File: src/sv/p2ba_pkg.sv
// ----------------------------------------------------------------------------
// p2ba_pkg
// Shared types, status codes and helpers for the power-of-two bin allocator.
// ----------------------------------------------------------------------------
`default_nettype none

package p2ba_pkg;

	localparam logic OP_ALLOC = 1'b0;
	localparam logic OP_FREE  = 1'b1;

	localparam logic [1:0] STAT_BIN      = 2'd0;
	localparam logic [1:0] STAT_HEAP     = 2'd1;
	localparam logic [1:0] STAT_OVERFLOW = 2'd2;
	localparam logic [1:0] STAT_FREED    = 2'd3;

	typedef struct packed {
		logic        opcode;
		logic [31:0] address;
		logic [31:0] block_size;
	} req_t;

	typedef struct packed {
		logic [31:0] result_address;
		logic [1:0]  status;
	} rsp_t;

	// controller -> datapath
	typedef struct packed {
		logic accept;
		logic pop_done;
		logic free_step;
	} cmd_t;

	// datapath -> controller
	typedef struct packed {
		logic is_free;
		logic pop_hit;
		logic rest_zero;
	} stat_t;

	// bit position of a one-hot word
	function automatic logic [4:0] onehot_index(input logic [31:0] v);
		logic [4:0] r;
		r = '0;
		for (int i = 0; i < 32; i++) begin
			if (v[i]) begin
				r = r | 5'(i);
			end
		end
		return r;
	endfunction

endpackage

`default_nettype wire

File: src/sv/p2ba_ctrl.sv
// ----------------------------------------------------------------------------
// p2ba_ctrl
// Sequencer for the allocator: accept, bin pop, free split loop, result hold.
// ----------------------------------------------------------------------------
`default_nettype none

module p2ba_ctrl (
	input  wire             clk,
	input  wire             arst_n,
	input  wire             request_valid,
	output logic            request_stall,
	output logic            response_valid,
	input  wire             response_stall,
	input  p2ba_pkg::stat_t stat,
	output p2ba_pkg::cmd_t  cmd
);
	import p2ba_pkg::*;

	localparam logic [1:0] S_IDLE = 2'd0;
	localparam logic [1:0] S_POP  = 2'd1;
	localparam logic [1:0] S_FREE = 2'd2;
	localparam logic [1:0] S_DONE = 2'd3;

	logic [1:0] state_q;
	logic [1:0] state_nxt;

	always_comb begin
		request_stall  = (state_q != S_IDLE);
		response_valid = (state_q == S_DONE);
		cmd.accept     = (state_q == S_IDLE) && request_valid;
		cmd.pop_done   = (state_q == S_POP);
		cmd.free_step  = (state_q == S_FREE);

		state_nxt = state_q;
		unique case (state_q)
			S_IDLE: begin
				if (request_valid) begin
					priority if (stat.is_free) begin
						state_nxt = S_FREE;
					end else if (stat.pop_hit) begin
						state_nxt = S_POP;
					end else begin
						state_nxt = S_DONE;
					end
				end
			end
			S_POP: begin
				state_nxt = S_DONE;
			end
			S_FREE: begin
				if (stat.rest_zero) begin
					state_nxt = S_DONE;
				end
			end
			S_DONE: begin
				if (!response_stall) begin
					state_nxt = S_IDLE;
				end
			end
			default: begin
				state_nxt = S_IDLE;
			end
		endcase
	end

	always_ff @(posedge clk or negedge arst_n) begin
		if (!arst_n) begin
			state_q <= S_IDLE;
		end else begin
			state_q <= state_nxt;
		end
	end

endmodule

`default_nettype wire

File: config.mk
export PLATFORM = sky130hd
export DESIGN_NAME = p2ba_ctrl
export DESIGN_NICKNAME = d
export VERILOG_FILES = /design/src/sv/p2ba_pkg.sv /design/src/sv/p2ba_ctrl.sv
export SDC_FILE = /design/constraint.sdc
export NUM_CORES = 1
export LEC_CHECK = 0
export ABC_CLOCK_PERIOD_IN_PS = 1300
export BUFFER_PORTS_ARGS = -buffer_cell sky130_fd_sc_hd__clkbuf_2
export CAP_MARGIN = 0
export CORE_AREA = 2 2 39 41
export DETAILED_ROUTE_END_ITERATION = 8
export DIE_AREA = 0 0 41 43
export PLACE_DENSITY = 0.48
export SLEW_MARGIN = 20
export SYNTH_ARGS = -nofsm -noshare
export SYNTH_HDL_FRONTEND = slang
export SYNTH_SLANG_ARGS = --single-unit
File: constraint.sdc
create_clock -name clk -period 1.3 [get_ports clk]
set_input_delay 0.13 -clock clk [delete_from_list [all_inputs] [get_ports clk]]
set_output_delay 0.13 -clock clk [all_outputs]
set_load 0.005 [all_outputs]
# Word level (Yosys, flattened, before mapping)

Cells that the tools add are included.

Word-level logic and storage cells: 17
Flip-flop bits (word level): 2
Output and inout port bits: 5

Equality and inequality tests: 6
Reduce and logical (&&, ||, !) cells: 4
Multiplexer cells: 6

Operators by type and width:

| kind                                                | count |
|---|---|
| 2-to-1 mux 2 bit                                    | 5 |
| one-hot mux 2 bit (4 select lines)                  | 1 |
| inequality test 2 bit, second input constant        | 3 |
| equality test 2 bit, second input constant          | 2 |
| AND reduction 3 bit                                 | 1 |
| equality test 2 x 1 -> 1 bit, second input constant | 1 |
| zero test 2 bit                                     | 1 |
| nonzero test 2 bit                                  | 1 |
| logical AND 1 bit                                   | 1 |

# Logic depth before layout (Yosys ltp)

Gate-level depths: netlist of run 1.

Word-level depth: 4
Mapped depth: 5
Mapped depth without buffers: 5

# Worst setup path before layout of run 1

Ideal clock, no wire load.

Kind: flip-flop to flip-flop
Start point: reg state_q[0]
End point: reg state_q[0]
Period minus slack after synthesis: 1349 ps
Cell stages (with the launch flop): 6
Data arrival time: 1225 ps
Path slack: -49 ps
Library setup time: 125 ps
Cell sequence: dfrtp_1 inv_1 ha_1 inv_1 o221ai_2 mux2_2

RTL lines:

| item                     | RTL line        | RTL |
|---|---|---|
| start: declaration       | p2ba_ctrl.sv:24 | `logic [1:0] state_q;` |
| start signal: assignment | p2ba_ctrl.sv:70 | `state_q <= state_nxt;` |

# Worst setup path in the final report of run 1

Start point: reg state_q[0]
End point: reg state_q[1]

Word-level cells in the longest chain between the ends: 3
Elaborated cells between the ends (all ways): 9
Classes of those cells: eq/ne (6); mux (1); reduce/logical (2)

RTL lines:

| item                                                          | RTL line        | RTL |
|---|---|---|
| equality test 2 bit / zero test 2 bit (equally long branches) | p2ba_ctrl.sv:35 | `unique case (state_q)` |
| inequality test 2 bit (no line)                               | -               |  |
| AND reduction 3 bit (no line)                                 | -               |  |

Several ways; a longest one is shown, not always the timed one.
A chain may end at the register's enable or synchronous reset.

==> run_results.csv, run 1 <==
group,metric,value,unit
floorplan,num_rows,14,
grt,grt_max_degree,5,
place,gp_congestion,0.615,
route,routed_wl,456,um
pwr,p_per_area,2510,nW/um2
route,drcViolationCount,0,
route,initialDrtViolationCount,5,
yosys,syn_area,195,um2
timing,hold_violations,0,
run,maxCapViolations,0,
place,io_buffers,11,
floorplan,die_area,1760,um2
pwr,ir_drop,647,uV
layout,layout-drive-gt1-share,78.6,%
route,drtPass1Iterations,4,
grt,grt_overflow,0,
worst_setup_path,required,1.40,ns
cts,cts_made_buffers,3,
layout,reg_top3,"state_q x2",
pwr,p_int,0.636,mW
route,met1_length,170,um
worst_setup_path,rr_endpoint,"state_q[1]$_DFFE_PN0P_",
route,vias,212,
pwr,switching_share,35.4,%
floorplan,start_util,14.1,%
timing,finalSetupViolations,3,
grt,grt_pass1_wl,696,um
route,routed-wl-met2,218,um
timing,finClkSkew,0.0000278,ns
floorplan,fp.dieH,43,um
timing,maxSlewViolCount,0,
worst_setup_path,critPathKind,"reg2reg",
cts,clockBufferDepth,2,
cts,clock_latency,0.22,ns
cts,root_buffer,"clkbuf_4",
pwr,p_comb_share,71.0,%
yosys,synth-warning-count,0,
route,ant_nets,0,
worst_setup_path,r2r_slack,-0.06,ns
timing,maxSlewHeadroom,86.1,%
cts,path_clk_slew,0.03,ns
pwr,clkPwrFrac,13.6,%
yosys,synth-seq-cells,2,
yosys,synth_top_area_cell,"ha_1",
pwr,seq_power_share,15.4,%
status,outcome,"complete, but fails checks",
yosys,ys_seq_area_share,25.6,%
floorplan,die_w,41,um
layout,final_common_cell,"clkbuf_2",
timing,tightest_slew,0.209,ns
cts,cts_tree,"built",
cts,htree_levels,1,
yosys,synth_cell_types,11,
timing,fin_crit,1.36,ns
layout,finalNetCount,56,
yosys,synthCells,20,
worst_setup_path,startpoint,"state_q[0]$_DFFE_PN0P_",
route,drt-vias-per-instance,3.66,
hold_path,hold_path_class,"in2async",
yosys,synthTopCellsByArea,"ha_1 32%, dfrtp_1 26%, mux2_2 12%",
route,wl_met3,56,um
place,place_area,339,um2
timing,fin_ws,-0.0600,ns
layout,largest_reg_flops,2,
cts,tritoncts_num_sinks,2,
pwr,p_sw,0.349,mW
grt,track_usage,6.63,%
floorplan,io_pins,12,
timing,fmax,735,MHz
grt,grt_pass1_vias,193,
worst_setup_path,cp.arrival,1.46,ns
layout,mostFrequentLayoutCells,"11 x clkbuf_2, 7 x buf_4, 4 x inv_2",
yosys,synth_area_per_cell,9.76,um2
layout,top_register,"state_q",
worst_setup_path,crit_path_end_kind,"flip-flop",
route,top_layer,"met4",
layout,area_delta_synth_final,101,%
layout,diodes,0,
worst_setup_path,cp_max_fo,4,
pwr,p_leak,0.207,nW
yosys,synth_fp_nets,32,
floorplan,coreArea,1380,um2
worst_setup_path,start_kind,"flip-flop",
worst_setup_path,r2r_cells,5,
route,wl_per_cell,7.86,um
timing,rsz0062_at_grt,"true",
worst_setup_path,rr_startpoint,"state_q[0]$_DFFE_PN0P_",
timing,hold_slack,0.232,ns
layout,final_area,393,um2
timing,finalCritPeriodShare,105,%
status,violations,"setup timing",
grt,antenna_found_initial,0,
yosys,netlist.area_leader.share,32.1,%
layout make-up:
class                   instances  area [um2]
repair buffers                 19         118
fillers                       148         991
inverters                       5        18.8
flip-flops and latches          2        51.3
well taps                      16        20.0
multi-input cells              13         163
clock buffers                   3        22.5
synthesized netlist by cell type:
library cell	number
a21oi_1	1
inv_2	1
inv_1	4
a31oi_1	1
mux2_2	2
nor2_1	1
and2_2	1
nand2_1	1
ha_1	5
o221ai_2	1
dfrtp_1	2
power by group through the flow:
stage / Sequential, mW / Combinational [mW] / Clock, mW
after floorplan: 0.141 / 0.404 / 0
after global placement: 0.145 / 0.639 / 0
after detailed placement: 0.151 / 0.644 / 0
after CTS: 0.153 / 0.676 / 0.137
after global routing: 0.157 / 0.780 / 0.138
final: 0.151 / 0.699 / 0.134
through the flow:
stage          total power [mW]  std cells  setup TNS, ns  setup WS [ns]  util [%]
2_1_floorplan             0.545         20              0        0.00164         -
3_3_place_gp              0.784         52         -0.144        -0.0728      24.5
3_5_place_dp              0.795         52         -0.172        -0.0920      24.5
4_1_cts                   0.965         57         -0.145        -0.0790      27.7
5_1_grt                    1.07         58         -0.336         -0.112      28.4
6_report                  0.984         58         -0.140        -0.0600      28.4
worst max-delay path: stages, from the launching register on:
cell and delay [ns]:
dfrtp_1 0.40, inv_2 0.11, ha_2 0.19, inv_2 0.05, o221ai_4 0.17, mux2_4 0.32
per-layer routing:
| layer | vias up | global-route usage [%] |
|---|---|---|
| li1 | 112 | - |
| met5 | - | 0 |
| met4 | 0 | 8.00 |
| met1 | 84 | 6.11 |
| met3 | 2 | 3.14 |
| met2 | 14 | 9.06 |
logic make-up (layout without fill, tap and decap cells):
family                     count (synthesis)  after routing  share of synthesized area, %
adders and majority gates                  5              5                          32.1
AOI/OAI and AO/OA                          3              3                          13.5
and+or+nand+nor                            3              3                          7.69
muxes                                      2              2                          11.5
DFF                                        2              2                          25.6
buffers and inverters                      5             27                          9.61
worst max-delay path by stage:
stage               slack [ns]  cells past startpoint                endpoint
finish                   -0.06                      5  state_q[1]$_DFFE_PN0P_
CTS                      -0.08                      5  state_q[1]$_DFFE_PN0P_
global route             -0.11                      5  state_q[1]$_DFFE_PN0P_
floorplan                0.002                      5  state_q[0]$_DFFE_PN0P_
global placement         -0.07                      5  state_q[0]$_DFFE_PN0P_
detailed placement       -0.09                      5  state_q[1]$_DFFE_PN0P_
repair_timing:
action	CTS	global route
hold buffers	1	0
pin swaps	0	1
hold endpoints to repair	2	0
gates resized for setup	2	1
setup buffers	1	1
setup endpoints to repair	3	3
No activity file was read; power rests on OpenSTA's default activity.
==> inputs of run 2 (changes only) <==
==> constraint.sdc (replaced) <==
create_clock -name clk -period 1.3 [get_ports clk]
set_input_delay 0.065 -clock clk [delete_from_list [all_inputs] [get_ports clk]]
set_output_delay 0.065 -clock clk [all_outputs]
set_load 0.005 [all_outputs]
==> run 2 against run 1 <==
Compared with the run above: sequential power hardly changed; combinational power hardly changed; largest power group unchanged; the run still ends with setup timing left; routed wire length stayed put; clock skew stayed put; first-iteration DRC count stayed put; critical endpoint unchanged.
==> run_results.csv, run 2 (synthesis results as in run 1) <==
group,metric,value,unit
route,initialDrtViolationCount,5,
worst_setup_path,worst-path-buf-inv,2,
cts,clockBufferDepth,2,
worst_setup_path,r2r_slack,-0.06,ns
grt,antenna_found_initial,0,
grt,grt_pass1_vias,193,
floorplan,num_rows,14,
route,routed_wl,456,um
layout,mostFrequentLayoutCells,"11 x clkbuf_2, 7 x buf_4, 4 x inv_2",
status,outcome,"complete, but fails checks",
place,gp_congestion,0.615,
pwr,power,0.984,mW
timing,fmax,735,MHz
timing,finClkSkew,0.0000278,ns
timing,fin_ws,-0.0600,ns
layout,final_area,393,um2
layout,multi_input_area,163,um2
floorplan,io_pins,12,
route,drcViolationCount,0,
layout,finalNetCount,56,
layout,diodes,0,
place,place_area,339,um2
route,wl_per_cell,7.86,um
floorplan,die_w,41,um
grt,grt_overflow,0,
cts,cts_tree,"built",
worst_setup_path,r2r_cells,5,
layout,layout-drive-gt1-share,78.6,%
pwr,p_per_area,2510,nW/um2
cts,clock_latency,0.22,ns
layout,area_delta_synth_final,101,%
route,ant_nets,0,
hold_path,hold_path_class,"in2async",
pwr,p_leak,0.207,nW
cts,cts_made_buffers,3,
cts,path_clk_slew,0.03,ns
cts,tritoncts_num_sinks,2,
timing,hold_slack,0.167,ns
worst_setup_path,rr_endpoint,"state_q[1]$_DFFE_PN0P_",
timing,maxSlewViolCount,0,
timing,hold_violations,0,
grt,grt_max_degree,5,
floorplan,die_area,1760,um2
worst_setup_path,cpPeakStageDelay,0.40,ns
worst_setup_path,cp_max_fo,4,
worst_setup_path,cp_top_family,"flip-flops",
place,io_buffers,11,
route,drt-vias-per-instance,3.66,
timing,maxSlewHeadroom,86.1,%
worst_setup_path,path_cells,"inv_2 -> ha_2 -> inv_2 -> o221ai_4 -> mux2_4",
grt,track_usage,6.63,%
route,drtPass1Iterations,4,
worst_setup_path,required,1.40,ns
layout,fillerInstances,148,
timing,rsz0062_at_grt,"true",
worst_setup_path,start_kind,"flip-flop",
floorplan,coreArea,1380,um2
worst_setup_path,crit_path_top_delay_cell,"dfrtp_1",
status,violations,"setup timing",
worst_setup_path,critPathKind,"reg2reg",
floorplan,fp.dieH,43,um
worst_setup_path,cpMostUsedCell,"inv_2",
timing,finalSetupViolations,2,
cts,htree_levels,1,
worst_setup_path,startpoint,"state_q[0]$_DFFE_PN0P_",
place,dpl.cell_count,52,
worst_setup_path,crit_path_end_kind,"flip-flop",
grt,grt_pass1_wl,696,um
timing,tightest_slew,0.209,ns
timing,final.setup.tns,-0.110,ns
run,maxCapViolations,0,
layout,final_common_cell,"clkbuf_2",
floorplan,start_util,14.1,%
worst_setup_path,crit_end,"state_q[1]$_DFFE_PN0P_",
route,vias,212,
layout,regArea,51.3,um2
layout,largest_reg_flops,2,
timing,finalCritPeriodShare,105,%
timing,fin_crit,1.36,ns
worst_setup_path,crit_cells,5,
pwr,ir_drop,647,uV
worst_setup_path,rr_startpoint,"state_q[0]$_DFFE_PN0P_",
worst_setup_path,cp.arrival,1.46,ns
cts,root_buffer,"clkbuf_4",
layout,top_register,"state_q",
layout,finalNonFillerCells,58,
layout,reg_top3,"state_q x2",
==> run 2: cell counts in the layout (fill, tap and decap cells not counted) <==
No cell type changed its count.
==> run 2: per-layer routing <==
metal	wire length [um]	part of all wire [%]	track usage [%]
met5	0	0	0
met4	10	2.2	8.00
met2	218	48	9.06
met3	56	12	3.14
met1	170	37	6.11
==> run 2: what timing repair did <==
item | CTS | global route
setup buffers | 1 | 1
hold buffers | 1 | 0
pin swaps | 0 | 1
gates resized for setup | 2 | 1
endpoints found under the hold margin | 2 | 0
endpoints found under the setup margin | 2 | 2
==> run 2: area by class of cell <==
class                           count  share of cell area, %
Tap cell                           16                   5.10
Timing Repair Buffer               19                   29.9
Sequential cell                     2                   13.1
Multi-Input combinational cell     13                   41.4
Inverter                            5                   4.78
Clock buffer                        3                   5.73
==> run 2: worst min path at each step <==
| stage | to | start | slack, ns |
|---|---|---|---|
| floorplan | state_q[0]$_DFFE_PN0P_ | arst_n | -0.23 |
| detailed placement | state_q[0]$_DFFE_PN0P_ | arst_n | -0.14 |
| global placement | state_q[0]$_DFFE_PN0P_ | arst_n | -0.15 |
| finish | state_q[0]$_DFFE_PN0P_ | arst_n | 0.17 |
| CTS | state_q[0]$_DFFE_PN0P_ | arst_n | 0.17 |
| global route | state_q[1]$_DFFE_PN0P_ | arst_n | 0.19 |
==> run 2: report_power, final <==
group | total (mW) | internal [mW] | switching, mW
clock network | 0.134 | 0.101 | 0.0328
registers | 0.151 | 0.103 | 0.0485
logic | 0.699 | 0.431 | 0.267
total | 0.984 | 0.636 | 0.349
==> run 2: per-stage QoR <==
step | worst slack, ns | utilization, %
floorplan | 0.00164 | -
global placement | -0.0728 | 24.5
detailed placement | -0.0920 | 24.5
CTS | -0.0790 | 27.7
global route | -0.112 | 28.4
finish | -0.0600 | 28.4
